## config.mk

```make
export PLATFORM = sky130hd
export DESIGN_NAME = srtf_schedule_simulator_unit
export DESIGN_NICKNAME = d
export VERILOG_FILES = /design/src/sv/srtf_pkg.sv /design/src/sv/srtf_job_store.sv /design/src/sv/srtf_schedule_simulator_unit.sv
export SDC_FILE = /design/constraint.sdc
export NUM_CORES = 1
export LEC_CHECK = 0
export BUFFER_PORTS_ARGS = -buffer_cell sky130_fd_sc_hd__buf_2
export CAP_MARGIN = 20
export CORE_UTILIZATION = 45
export CTS_CLUSTER_DIAMETER = 80
export DETAILED_ROUTE_END_ITERATION = 12
export GPL_ROUTABILITY_DRIVEN = 0
export PLACE_DENSITY = 0.68
export SLEW_MARGIN = 20
export SYNTH_ARGS = -nofsm -noshare
export SYNTH_HDL_FRONTEND = slang
export SYNTH_SLANG_ARGS = --single-unit
export TNS_END_PERCENT = 100
```

## constraint.sdc

```tcl
create_clock -name i_clk -period 15.9 [get_ports i_clk]
set_input_delay 3.18 -clock i_clk [delete_from_list [all_inputs] [get_ports i_clk]]
set_output_delay 3.18 -clock i_clk [all_outputs]
set_load 0.05 [all_outputs]
```

## src/sv/srtf_pkg.sv

```systemverilog
// shared types and constants for the srtf schedule simulator
// no dependencies; used by srtf_job_store and srtf_schedule_simulator_unit
package srtf_pkg;

    localparam int MAX_JOBS_DEF = 16;
    localparam int RESULT_LIMIT = 16;
    localparam int TIME_W       = 16;
    localparam int SIM_W        = 21;
    localparam int IDX_OUT_W    = 4;

    typedef struct packed {
        logic              mode;
        logic [TIME_W-1:0] arrival_time;
        logic [TIME_W-1:0] burst_length;
    } t_in;

    typedef struct packed {
        logic [IDX_OUT_W-1:0] job_index;
        logic [SIM_W-1:0]     finish_time;
        logic [SIM_W-1:0]     turnaround;
        logic [SIM_W-1:0]     waiting;
        logic                 last_result;
    } t_out;

    // write request into the job table
    typedef struct packed {
        logic load;     // write arrival, burst and remaining
        logic rem_only; // write remaining only
    } t_wr_ctl;

    localparam logic MODE_LOAD = 1'b0;
    localparam logic MODE_RUN  = 1'b1;

endpackage

```

## src/sv/srtf_job_store.sv

```systemverilog
// job table: arrival, burst and remaining memories, one write and one read port
// read data registered; depends on srtf_pkg
module srtf_job_store #(
    parameter int DEPTH = srtf_pkg::MAX_JOBS_DEF,
    parameter int AW    = 4
) (
    input  logic                          i_clk,
    input  srtf_pkg::t_wr_ctl             i_wr_ctl,
    input  logic [AW-1:0]                 i_wr_addr,
    input  logic [srtf_pkg::TIME_W-1:0]   i_wr_arr,
    input  logic [srtf_pkg::TIME_W-1:0]   i_wr_bur,
    input  logic [srtf_pkg::TIME_W-1:0]   i_wr_rem,
    input  logic [AW-1:0]                 i_rd_addr,
    output logic [srtf_pkg::TIME_W-1:0]   o_rd_arr,
    output logic [srtf_pkg::TIME_W-1:0]   o_rd_bur,
    output logic [srtf_pkg::TIME_W-1:0]   o_rd_rem
);

    logic [srtf_pkg::TIME_W-1:0] mem_arr [DEPTH];
    logic [srtf_pkg::TIME_W-1:0] mem_bur [DEPTH];
    logic [srtf_pkg::TIME_W-1:0] mem_rem [DEPTH];

    always_ff @(posedge i_clk) begin
        if (i_wr_ctl.load) begin
            mem_arr[i_wr_addr] <= i_wr_arr;
            mem_bur[i_wr_addr] <= i_wr_bur;
        end
        if (i_wr_ctl.load || i_wr_ctl.rem_only) begin
            mem_rem[i_wr_addr] <= i_wr_rem;
        end
    end

    always_ff @(posedge i_clk) begin
        o_rd_arr <= mem_arr[i_rd_addr];
        o_rd_bur <= mem_bur[i_rd_addr];
        o_rd_rem <= mem_rem[i_rd_addr];
    end

endmodule

```

## src/sv/srtf_schedule_simulator_unit.sv

```systemverilog
// top level of the shortest-remaining-time-first schedule simulator
// depends on srtf_pkg and srtf_job_store
//
//  channel  | ports                    | handshake
//  ---------+--------------------------+-------------------------------------
//  command  | i_item (t_in)            | transaction when start & !busy
//  result   | o_result (t_out)         | o_valid for one cycle, always taken
//
// a load transaction can follow every cycle.
// a run works event by event: each event is one pass over the table of n jobs
// (one memory read per cycle) followed by an update step,
// plus an emit step when a job finishes; a run has at most 2n events.
// reset is synchronous and clears control state only, the table is not cleared.
// busy stays high for the whole run; the receiver cannot stall results.
module srtf_schedule_simulator_unit #(
    parameter int MAX_JOBS = srtf_pkg::MAX_JOBS_DEF
) (
    input  logic           i_clk,
    input  logic           i_rst_n,
    input  logic           start,
    input  srtf_pkg::t_in  i_item,
    output logic           busy,
    output logic           o_valid,
    output srtf_pkg::t_out o_result
);

    localparam int TABLE_CAP = (MAX_JOBS < srtf_pkg::RESULT_LIMIT) ?
                               MAX_JOBS : srtf_pkg::RESULT_LIMIT;
    localparam int IW = (TABLE_CAP > 1) ? $clog2(TABLE_CAP) : 1;
    localparam int CW = $clog2(TABLE_CAP + 1);
    localparam int TW = srtf_pkg::TIME_W;
    localparam int SW = srtf_pkg::SIM_W;

    localparam logic [1:0] S_IDLE   = 2'd0;
    localparam logic [1:0] S_SCAN   = 2'd1;
    localparam logic [1:0] S_UPDATE = 2'd2;
    localparam logic [1:0] S_EMIT   = 2'd3;

    logic [1:0]    r_state, n_state;
    logic [CW-1:0] r_count, n_count;
    logic [CW-1:0] r_done, n_done;
    logic [CW-1:0] r_cnt, n_cnt;
    logic [SW-1:0] r_t, n_t;
    logic [SW-1:0] r_fin, n_fin;

    logic          r_found, n_found;
    logic [TW-1:0] r_best_rem, n_best_rem;
    logic [TW-1:0] r_best_arr, n_best_arr;
    logic [TW-1:0] r_best_bur, n_best_bur;
    logic [IW-1:0] r_best_idx, n_best_idx;
    logic          r_has_next, n_has_next;
    logic [TW-1:0] r_next_arr, n_next_arr;

    logic           n_valid;
    srtf_pkg::t_out n_result;

    srtf_pkg::t_wr_ctl wr_ctl;
    logic [IW-1:0]     wr_addr;
    logic [TW-1:0]     wr_rem;
    logic [IW-1:0]     rd_addr;
    logic [TW-1:0]     rd_arr, rd_bur, rd_rem;

    logic          accept;
    logic          data_ok, elig, take, later;
    logic [SW-1:0] gap, fin_sum, tat, wt;
    logic          finishes;

    srtf_job_store #(
        .DEPTH (TABLE_CAP),
        .AW    (IW)
    ) u_store (
        .i_clk     (i_clk),
        .i_wr_ctl  (wr_ctl),
        .i_wr_addr (wr_addr),
        .i_wr_arr  (i_item.arrival_time),
        .i_wr_bur  (i_item.burst_length),
        .i_wr_rem  (wr_rem),
        .i_rd_addr (rd_addr),
        .o_rd_arr  (rd_arr),
        .o_rd_bur  (rd_bur),
        .o_rd_rem  (rd_rem)
    );

    assign busy    = (r_state != S_IDLE);
    assign accept  = start && !busy;
    assign rd_addr = r_cnt[IW-1:0];

    // data of entry r_cnt - 1 is on the read port
    assign data_ok = (r_state == S_SCAN) && (r_cnt != '0);
    assign elig    = (rd_rem != '0) && ({{(SW-TW){1'b0}}, rd_arr} <= r_t);
    assign take    = data_ok && elig && (!r_found || (rd_rem < r_best_rem));
    assign later   = data_ok && (rd_rem != '0) && ({{(SW-TW){1'b0}}, rd_arr} > r_t) &&
                     (!r_has_next || (rd_arr < r_next_arr));

    assign gap      = {{(SW-TW){1'b0}}, r_next_arr} - r_t;
    assign fin_sum  = r_t + {{(SW-TW){1'b0}}, r_best_rem};
    assign finishes = !r_has_next || ({{(SW-TW){1'b0}}, r_best_rem} <= gap);

    assign tat = r_fin - {{(SW-TW){1'b0}}, r_best_arr};
    assign wt  = (tat > {{(SW-TW){1'b0}}, r_best_bur}) ?
                 (tat - {{(SW-TW){1'b0}}, r_best_bur}) : '0;

    always_comb begin
        n_state    = r_state;
        n_count    = r_count;
        n_done     = r_done;
        n_cnt      = r_cnt;
        n_t        = r_t;
        n_fin      = r_fin;
        n_found    = r_found;
        n_best_rem = r_best_rem;
        n_best_arr = r_best_arr;
        n_best_bur = r_best_bur;
        n_best_idx = r_best_idx;
        n_has_next = r_has_next;
        n_next_arr = r_next_arr;
        n_valid    = 1'b0;
        n_result   = o_result;
        wr_ctl     = '0;
        wr_addr    = r_best_idx;
        wr_rem     = i_item.burst_length;

        case (r_state)
            S_IDLE: begin
                wr_addr = r_count[IW-1:0];
                if (accept && (i_item.mode == srtf_pkg::MODE_LOAD)) begin
                    if ((i_item.burst_length != '0) && (r_count < CW'(TABLE_CAP))) begin
                        wr_ctl.load = 1'b1;
                        n_count     = r_count + 1'b1;
                    end
                end else if (accept && (r_count != '0)) begin
                    n_state    = S_SCAN;
                    n_t        = '0;
                    n_done     = '0;
                    n_cnt      = '0;
                    n_found    = 1'b0;
                    n_has_next = 1'b0;
                end
            end
            S_SCAN: begin
                if (take) begin
                    n_found    = 1'b1;
                    n_best_rem = rd_rem;
                    n_best_arr = rd_arr;
                    n_best_bur = rd_bur;
                    n_best_idx = IW'(r_cnt - 1'b1);
                end
                if (later) begin
                    n_has_next = 1'b1;
                    n_next_arr = rd_arr;
                end
                if (r_cnt == r_count) begin
                    n_state = S_UPDATE;
                end else begin
                    n_cnt = r_cnt + 1'b1;
                end
            end
            S_UPDATE: begin
                n_cnt      = '0;
                n_found    = 1'b0;
                n_has_next = 1'b0;
                if (r_found && finishes) begin
                    wr_ctl.rem_only = 1'b1;
                    wr_rem          = '0;
                    n_fin           = fin_sum;
                    n_t             = fin_sum;
                    n_done          = r_done + 1'b1;
                    n_state         = S_EMIT;
                end else if (r_found) begin
                    // preempt check at the next arrival
                    wr_ctl.rem_only = 1'b1;
                    wr_rem          = r_best_rem - gap[TW-1:0];
                    n_t             = {{(SW-TW){1'b0}}, r_next_arr};
                    n_state         = S_SCAN;
                end else begin
                    // idle ticks up to the next arrival
                    n_t     = {{(SW-TW){1'b0}}, r_next_arr};
                    n_state = S_SCAN;
                end
            end
            S_EMIT: begin
                n_valid              = 1'b1;
                n_result.job_index   = srtf_pkg::IDX_OUT_W'(r_best_idx);
                n_result.finish_time = r_fin;
                n_result.turnaround  = tat;
                n_result.waiting     = wt;
                n_result.last_result = (r_done == r_count);
                n_cnt                = '0;
                n_found              = 1'b0;
                n_has_next           = 1'b0;
                if (r_done == r_count) begin
                    n_count = '0;
                    n_done  = '0;
                    n_t     = '0;
                    n_state = S_IDLE;
                end else begin
                    n_state = S_SCAN;
                end
            end
            default: begin
                n_state = S_IDLE;
            end
        endcase
    end

    always_ff @(posedge i_clk) begin
        if (!i_rst_n) begin
            r_state    <= S_IDLE;
            r_count    <= '0;
            r_done     <= '0;
            r_cnt      <= '0;
            r_t        <= '0;
            r_found    <= 1'b0;
            r_has_next <= 1'b0;
            o_valid    <= 1'b0;
        end else begin
            r_state    <= n_state;
            r_count    <= n_count;
            r_done     <= n_done;
            r_cnt      <= n_cnt;
            r_t        <= n_t;
            r_found    <= n_found;
            r_has_next <= n_has_next;
            o_valid    <= n_valid;
        end
    end

    always_ff @(posedge i_clk) begin
        r_fin      <= n_fin;
        r_best_rem <= n_best_rem;
        r_best_arr <= n_best_arr;
        r_best_bur <= n_best_bur;
        r_best_idx <= n_best_idx;
        r_next_arr <= n_next_arr;
        o_result   <= n_result;
    end

endmodule

```

* After elaboration in Yosys (flattened, before gate mapping)
Memories as Yosys holds them, arrays and structs flattened. A register that Yosys moved wholly into a read port is not among the register bits.
Index checks and enable logic that the tools add are counted.
** Word-level totals
- Bits in writable memories :: 768
- Memories kept :: 3
- Output and inout port bits :: 70
- Bits in registers :: 198
** Cells by class
- Bitwise operators :: 1
- Reduce and logical (&&, ||, !) cells :: 38
- Magnitude comparators :: 7
- Multiplexer cells :: 42
- Equal/unequal tests :: 15
- Add/subtract/negate cells :: 9
** Memories
- u_store.mem_arr :: depth 16, width 16, rd ports 1, clocked after Yosys merged registers in 1, wr ports 1, RTL line srtf_job_store.sv:19 : logic [srtf_pkg::TIME_W-1:0] mem_arr [DEPTH];
- u_store.mem_bur :: depth 16, width 16, rd ports 1, clocked after Yosys merged registers in 1, wr ports 1, RTL line srtf_job_store.sv:20 : logic [srtf_pkg::TIME_W-1:0] mem_bur [DEPTH];
- u_store.mem_rem :: depth 16, width 16, rd ports 1, clocked after Yosys merged registers in 1, wr ports 1, RTL line srtf_job_store.sv:21 : logic [srtf_pkg::TIME_W-1:0] mem_rem [DEPTH];
** Operators with widths (count)
- 2-to-1 mux 21 bit :: 4
- case mux 21 bit (3 select lines) :: 1
- 2-to-1 mux 16 bit :: 3
- <= comparator 16 x 21 -> 1 bit :: 2
- subtractor 21 x 16 -> 21 bit :: 2
- 2-to-1 mux 5 bit :: 7
- < comparator 16 bit :: 2
- nonzero test 16 bit :: 2
- case mux 5 bit (3 select lines) :: 2
- adder 21 x 16 -> 21 bit :: 1
- greater-than comparator 16 x 21 -> 1 bit :: 1
- greater-than comparator 21 x 16 -> 1 bit :: 1
- subtractor 16 x 21 -> 21 bit :: 1
- != test 2 bit, second input constant :: 9
- 2-to-1 mux 1 bit :: 16
- subtractor 16 bit :: 1
- adder 5 x 1 -> 5 bit, second input constant :: 3
- logical AND 1 bit :: 12
- AND reduction 3 bit :: 4
- == test 5 bit :: 2
- case mux 5 bit (2 select lines) :: 1
- nonzero test 5 bit :: 2
- 2-to-1 mux 2 bit :: 4
- case mux 2 bit (4 select lines) :: 1
- 17 further kinds :: 28

* Longest topological paths before layout
Gate-level depths: netlist of the first run.
- Depth in word-level cells :: 9
- Mapped depth :: 23

* Cells and area by module
Synthesis of the first run repeated with hierarchy kept, for this count alone.
** Second synthesis, totals
- Cell total of the unflattened synthesis :: 2480
- Area, all modules :: 42318.1 um^2
** Modules (own cells, without submodules)
- srtf_job_store :: cells each 1272, area an instance 29824.9 um^2, instances 1
- srtf_schedule_simulator_unit :: cells each 1208, area an instance 12493.2 um^2, instances 1

* Least setup slack after synthesis of the first run
No wires, ideal clock.
- Path kind :: reg2reg
- Start :: reg r_cnt[0]
- End :: reg r_best_arr[0] (enable)
- Clock period less this slack :: 6.503 ns
- Buffers on the path :: 3
- Arrival time :: 5.963 ns
- Stages on the path, launching flop included :: 10
- Required time :: 15.360 ns
- Setup time :: 0.540 ns
- Setup slack :: 9.397 ns
- Cell sequence :: dfxtp_1 > clkbuf_1 > buf_2 > buf_1 > inv_1 > ha_1 > or4b_2 > and3_1 > o21ai_0 > a211oi_1
** Between the ends
- Word-level cells in the longest chain between the ends :: 5
** Ends and longest elaborated chain
- from (decl) :: RTL line srtf_schedule_simulator_unit.sv:42 : logic [CW-1:0] r_cnt, n_cnt;
- from (signal assigned) :: RTL line srtf_schedule_simulator_unit.sv:220 : r_cnt <= n_cnt;
- nonzero test 5 bit :: RTL line srtf_schedule_simulator_unit.sv:89 : assign data_ok = (r_state == S_SCAN) && (r_cnt != '0);
- logical AND 1 bit :: RTL line srtf_schedule_simulator_unit.sv:89
- logical AND 1 bit (2 in series) :: RTL line srtf_schedule_simulator_unit.sv:91 : assign take = data_ok && elig && (!r_found || (rd_rem < r_best_rem));
- AND reduction 2 bit (no source line)
- to (signal assigned) :: RTL line srtf_schedule_simulator_unit.sv:231 : r_best_arr <= n_best_arr;
- to (decl) :: RTL line srtf_schedule_simulator_unit.sv:48 : logic [TW-1:0] r_best_arr, n_best_arr;
No other way between the ends.
A chain may end at the register's enable or synchronous reset.

* Final worst setup path of the first run
- Start :: reg r_next_arr[0]
- End :: mem u_store.mem_rem[6][7] (netlist name) (data pin)
** Between the ends
- Word-level cells in the longest chain between the ends :: 6
- Elaborated cells on any way between the ends :: 8
- Classes of those cells :: 2 x add/sub; 1 x order compare; 3 x mux; 2 x reduce/logical
** Ends and longest elaborated chain
- from (decl) :: RTL line srtf_schedule_simulator_unit.sv:52 : logic [TW-1:0] r_next_arr, n_next_arr;
- from (signal assigned) :: RTL line srtf_schedule_simulator_unit.sv:234 : r_next_arr <= n_next_arr;
- subtractor 16 x 21 -> 21 bit (*) :: RTL line srtf_schedule_simulator_unit.sv:95 : assign gap = {{(SW-TW){1'b0}}, r_next_arr} - r_t;
- <= comparator 16 x 21 -> 1 bit :: RTL line srtf_schedule_simulator_unit.sv:97 : assign finishes = !r_has_next || ({{(SW-TW){1'b0}}, r_best_rem} <= gap);
- logical OR 1 bit :: RTL line srtf_schedule_simulator_unit.sv:97
- logical AND 1 bit :: RTL line srtf_schedule_simulator_unit.sv:162 : if (r_found && finishes) begin
- 2-to-1 mux 16 bit (*) :: RTL line srtf_schedule_simulator_unit.sv:162
- 2-to-1 mux 16 bit (*) :: RTL line srtf_schedule_simulator_unit.sv:123 : case (r_state)
- net u_store.i_wr_rem, one bit :: RTL line srtf_job_store.sv:12 : input logic [srtf_pkg::TIME_W-1:0] i_wr_rem,
- to (decl) :: RTL line srtf_job_store.sv:21
Mark *: on every way through the listed nets, which the timed path passes. The rest lies on a longest branch.

==> impl_metrics.yaml, run 1 <==
sta:
  rsz0062_at_grt: "false"
  setup_tns_ns: 0
  period_share_pct: 37.5
  max_clock_freq_mhz: 168
  holdWs_ns: 0.405
  post-route-min-period_ns: 5.97
  drv_slew: 0
  relSlewSlack_pct: 22.3
  fin_worst_skew_ns: 0.0571
  hold_viol_final: 0
  finalSetupViolCount: 0
  tightestPinTransition_ns: 1.16
clock_tree:
  clkSlewWorstSetupHoldPaths_ns: 0.06
  clock-root-buffer: "clkbuf_16"
  clk_path_buf_depth: 3
  cts-resized-gates: 0
  cts_hold_buf: 0
  h-tree-depth: 3
  cts.sinks: 1014
  post_cts_buffers: 0
  cts_tree: "done"
  clk_latency_ns: 0.71
  cts-buffers-inserted: 101
finish:
  layout-drive-gt1-share_pct: 23.0
  nets: 2753
  syn2layout_area_growth_pct: 14.3
  fillers: 7370
placement:
  place_hpwl_mm: 63.4
  portBuffers: 105
setup_path:
  worstPathRequired_ns: 16.21
  path_class: "reg -> reg"
  cp-end-kind: "register"
  critPathLaunchType: "register"
  cp.arrival_ns: 6.28
  cp_max_fo: 29
route:
  drtPass1Iterations: 6
  dr.first_iter.drc_count: 2441
  remaining_drc_errors: 0
  routed_wl_mm: 99.2
  wl_per_cell_um: 25.3
  ant_nets: 0
  vias: 22800
  routed_via_density: 5.83
synth:
  ys.flop_type: "edfxtp_1"
  syn-num-nets: 2575
  synth-async-reset-ratio_pct: 0
  avgSynthCellArea_um2: 17.7
  synth-seq-cells: 1014
  synth_most_common_cell: "edfxtp_1"
  synth_top_area_cell: "edfxtp_1"
  synth_area_leaders: "edfxtp_1 66%, mux4_2 13%, dfxtp_1 4.2%"
  synth_edf_count: 925
  yosysWarnings: 0
  syn_area_mm2: 0.0424
  yosys.area.top_type_share_pct: 65.6
  synth_cell_types: 75
  synth_cells: 2398
  ys_top_cells_by_count: "925 x edfxtp_1, 240 x mux4_2, 136 x ha_1, 127 x nor2_1, 112 x inv_1"
  ys_seq_area_share_pct: 69.8
power:
  vdd_drop_max_mv: 0.0830
  p_leak_nw: 16.0
  p_per_area_mw_per_mm2: 124
floorplan:
  core-area_mm2: 0.0933
  ios: 106
  dieArea_mm2: 0.0954
  die_h_um: 309
  dieWidth_um: 309
  start_util_pct: 45.4
  rows: 112
grt:
  antenna_found_initial: 14
  track_usage_pct: 21.1
  grt_max_degree: 106
  grt_overflow_total: 0
  grt_pass1_wl_mm: 149
  grt_pass1_vias: 23500
flow_run:
  drv_cap: 0
min_path:
  hold_class: "reg -> reg"
run_status:
  status: "finished clean"
## worst max-delay path: stages (launching register included)
cell and delay, ns:
edfxtp_1 0.38, inv_1 0.09, ha_1 0.18, fa_1 0.21
nand2b_1 0.15, a21oi_1 0.10, o41a_1 0.43, o21ai_0 0.18
nand2b_1 0.13, a21o_1 0.19, a21oi_1 0.17, xor2_1 0.18
ha_1 0.30, nand4_1 0.12, nor4_1 0.06, a221o_1 0.33
nor4_2 0.24, o311ai_1 0.21, o41a_2 0.80, buf_16 0.28
o31ai_2 0.86
## power by group
| group | switching [W] | internal, W |
|---|---|---|
| registers | 0.0000536 | 0.00300 |
| clock network | 0.00102 | 0.00142 |
| logic | 0.000305 | 0.000202 |
## flip-flops by register name (all words and copies together) (netlist names), 21 cells and up
name,count
o_result,68
r_fin,21
u_store.mem_bur,256
u_store.mem_rem,256
u_store.mem_arr,256
r_t,21
## layout make-up
| class | count | area, um^2 | share of cell area, % |
|---|---|---|---|
| sequential | 1014 | 29600 | 61.1 |
| multi-input combinational | 1187 | 12200 | 25.3 |
| clock buffer | 138 | 2800 | 5.78 |
| tap | 1254 | 1570 | 3.24 |
| timing repair buffer | 160 | 1150 | 2.38 |
| clock inverter | 52 | 662 | 1.37 |
| inverter | 112 | 420 | 0.868 |
| antenna | 2 | 5.00 | 0.0103 |
## cells in the final DEF (no fill, tap or decap), types with 7 or more instances in the layout
cell type    n
nor4_1      13
clkbuf_8    11
o21a_1      18
o31ai_1     10
nor2b_1     12
nand3_1     31
buf_4       42
clkinv_1     7
clkbuf_16  102
clkinv_2    17
buf_2      105
clkbuf_1    25
dfxtp_1     85
a31oi_1     13
o211ai_1     7
a211oi_1     9
nor2_4      16
xnor2_1     51
a21oi_1     98
o21ai_0     55
edfxtp_1   925
mux4_2     240
o21ai_1     13
nor2_1     110
nand4_1     13
nor3_1      28
ha_1       135
buf_16       9
xor2_1      40
nand2b_1    29
bufinv_16   11
a21o_1      33
inv_1      112
and3_1       8
nand2_1     87
o21bai_1     9
## stage by stage
step	area, um^2	util [%]	total power (W)	std cells	setup WS [ns]
after global placement	44600	47.8	0.00360	3715	9.88
after global routing	48400	51.9	0.00619	3917	9.53
after floorplan	42400	-	0.00341	2398	9.40
after CTS	48300	51.7	0.00605	3912	9.64
after detailed placement	44800	48.0	0.00362	3722	9.75
final	48400	51.9	0.00600	3919	9.93
## path summary, 6_finish.rpt
kind | start | end | slack (ns) | depth (start not counted)
max | r_next_arr[0] | u_store.mem_rem[6][7] | 9.93 | 20
min | u_store.o_rd_bur[6] | r_best_bur[6] | 0.41 | 0
max reg2reg | r_next_arr[0] | u_store.mem_rem[6][7] | 9.93 | 20
min reg2reg | u_store.o_rd_bur[6] | r_best_bur[6] | 0.41 | 0
## per-layer routing
layer / wire (um) / up-vias / GRT usage [%] / share of wire, %
met2: 48000 / 1000 / 34.8 / 48
met4: 3270 / 6 / 7.64 / 3.3
met1: 39900 / 11700 / 28.0 / 40
met5: 43 / - / 0 / 0.043
li1: - / 9929 / - / -
met3: 8020 / 196 / 3.99 / 8.1
## cell families after synthesis
family / synth area share [%]
DFF: 69.8
and+or+nand+nor: 4.43
AOI/OAI and AO/OA: 5.01
muxes: 12.8
buffers and inverters: 1.84
adders and majority gates: 4.25
xor gates and xnor gates: 1.88
Power figures use the tool's default switching activity.
==> run 2: changes to the inputs <==
==> constraint.sdc (replaced) <==
create_clock -name i_clk -period 6.13 [get_ports i_clk]
set_input_delay 1.226 -clock i_clk [delete_from_list [all_inputs] [get_ports i_clk]]
set_output_delay 1.226 -clock i_clk [all_outputs]
set_load 0.05 [all_outputs]
==> impl_metrics.yaml, run 2 (synthesis results as in run 1) <==
power:
  p_leak_nw: 15.9
  power_w: 0.0152
  p_per_area_mw_per_mm2: 317
  vdd_drop_max_mv: 0.214
setup_path:
  cp_max_fo: 16
  worstPathRequired_ns: 6.47
  cp-end-kind: "register"
  r2r_slack_ns: 0.42
  max_stage_delay_ns: 0.81
  r2r_cells: 20
  slowest_stage: "o31ai_2"
  critPathLaunchType: "register"
  worstPathCellList: "inv_1 > ha_1 > fa_1 > nand2b_1 > a21oi_1 > o41a_1 > o21ai_0 > nand2b_1 > a21o_1 > a21oi_1 > xor2_1 > ha_1 > nand4_1 > nor4_1 > a221o_1 > nor4_2 > o311ai_1 > o41a_2 > buf_4 > o31ai_2"
  path_class: "reg -> reg"
  cp.arrival_ns: 6.06
finish:
  layout_common_cells: "925 x edfxtp_1, 240 x mux4_2, 135 x ha_1"
  nets: 2755
  syn2layout_area_growth_pct: 13.4
  layout_commonest_cell: "edfxtp_1"
  fin_area_mm2: 0.0480
  final_cells: 3927
  fillers: 7398
  largest_registers: "u_store.mem_arr: 256 flops, u_store.mem_bur: 256 flops, u_store.mem_rem: 256 flops"
  multiInputGateArea_mm2: 0.0123
  regArea_mm2: 0.0296
  layout-drive-gt1-share_pct: 22.7
placement:
  portBuffers: 105
  dp.cells: 3727
  place_hpwl_mm: 62.5
  place_area_mm2: 0.0447
grt:
  grt-busiest-layer: "met2"
  antenna_found_initial: 21
  grt_overflow_total: 0
  track_usage_pct: 21.1
  grt_pass1_vias: 23300
  grt_pass1_wl_mm: 148
  grt_use_met2_pct: 34.1
  use_met3_pct: 4.56
  met1_usage_pct: 28.9
  grt_max_degree: 77
sta:
  hold_viol_final: 0
  fin_worst_skew_ns: 0.0177
  drv_slew: 0
  setup_tns_ns: 0
  rsz0062_at_grt: "false"
  relSlewSlack_pct: 27.1
  max_clock_freq_mhz: 175
  period_share_pct: 93.2
  finalSetupViolCount: 0
  tightestPinTransition_ns: 1.09
  post-route-min-period_ns: 5.71
floorplan:
  rows: 112
  die_h_um: 309
  ios: 106
  core-area_mm2: 0.0933
  dieArea_mm2: 0.0954
  dieWidth_um: 309
  start_util_pct: 45.4
route:
  wl_per_cell_um: 25.4
  remaining_drc_errors: 0
  dr.first_iter.drc_count: 2123
  vias: 22900
  ant_nets: 0
  drtPass1Iterations: 5
  routed_via_density: 5.83
  routed_wl_mm: 99.6
clock_tree:
  cts-resized-gates: 0
  clk_latency_ns: 0.68
  post_cts_buffers: 0
  cts_hold_buf: 0
  cts-buffers-inserted: 102
  clock-root-buffer: "clkbuf_16"
  cts.sinks: 1014
  clkSlewWorstSetupHoldPaths_ns: 0.06
  clk_path_buf_depth: 3
  cts_tree: "done"
  h-tree-depth: 3
flow_run:
  drv_cap: 0
run_status:
  status: "finished clean"
min_path:
  hold_class: "reg -> reg"
  holdPathStages: 0
## run 2: stage by stage
step                      utilization, %  worst slack, ns  hold WS [ns]
final                               51.5            0.416         0.391
after global routing                51.5           0.0317         0.421
after CTS                           51.4            0.260         0.395
after detailed placement            47.9            0.295         0.392
after global placement              47.9            0.524         0.387
after floorplan                        -             1.03         0.386
## run 2: power by group
| group | total, W | internal, W | switching, W |
|---|---|---|---|
| sequential | 0.00795 | 0.00778 | 0.000171 |
| combinational | 0.00126 | 0.000519 | 0.000739 |
| clock | 0.00600 | 0.00338 | 0.00262 |
| total | 0.0152 | 0.0117 | 0.00353 |
## run 2: critical path: cells and delay by family, from the launching register on
family,cells,cell delay [ns]
xor gates and xnor gates,1,0.17
adders and majority gates,3,0.69
AOI/OAI and AO/OA,9,3.12
DFF,1,0.39
and+or+nand+nor,5,0.64
buffers and inverters,2,0.35
## run 2: path summary, 6_finish.rpt
kind	start	to
min	u_store.o_rd_bur[11]	r_best_bur[11]
min reg2reg	u_store.o_rd_bur[11]	r_best_bur[11]
max reg2reg	r_next_arr[0]	u_store.mem_rem[2][14]
max	r_next_arr[0]	u_store.mem_rem[2][14]
## run 2: routing by layer
layer  vias up  part of all wire (%)
li1       9927                     -
met1     11800                    41
met2       910                    48
met3       192                   8.7
met4        18                   2.8
met5         -                  0.12
## run 2: final cells by class
cell class / count / share of cell area [%]
clock buffer: 136 / 5.89
inverter: 112 / 0.875
sequential: 1014 / 61.6
tap: 1254 / 3.27
timing repair buffer: 161 / 1.98
multi-input combinational: 1187 / 25.5
clock inverter: 57 / 0.878
antenna: 6 / 0.0313
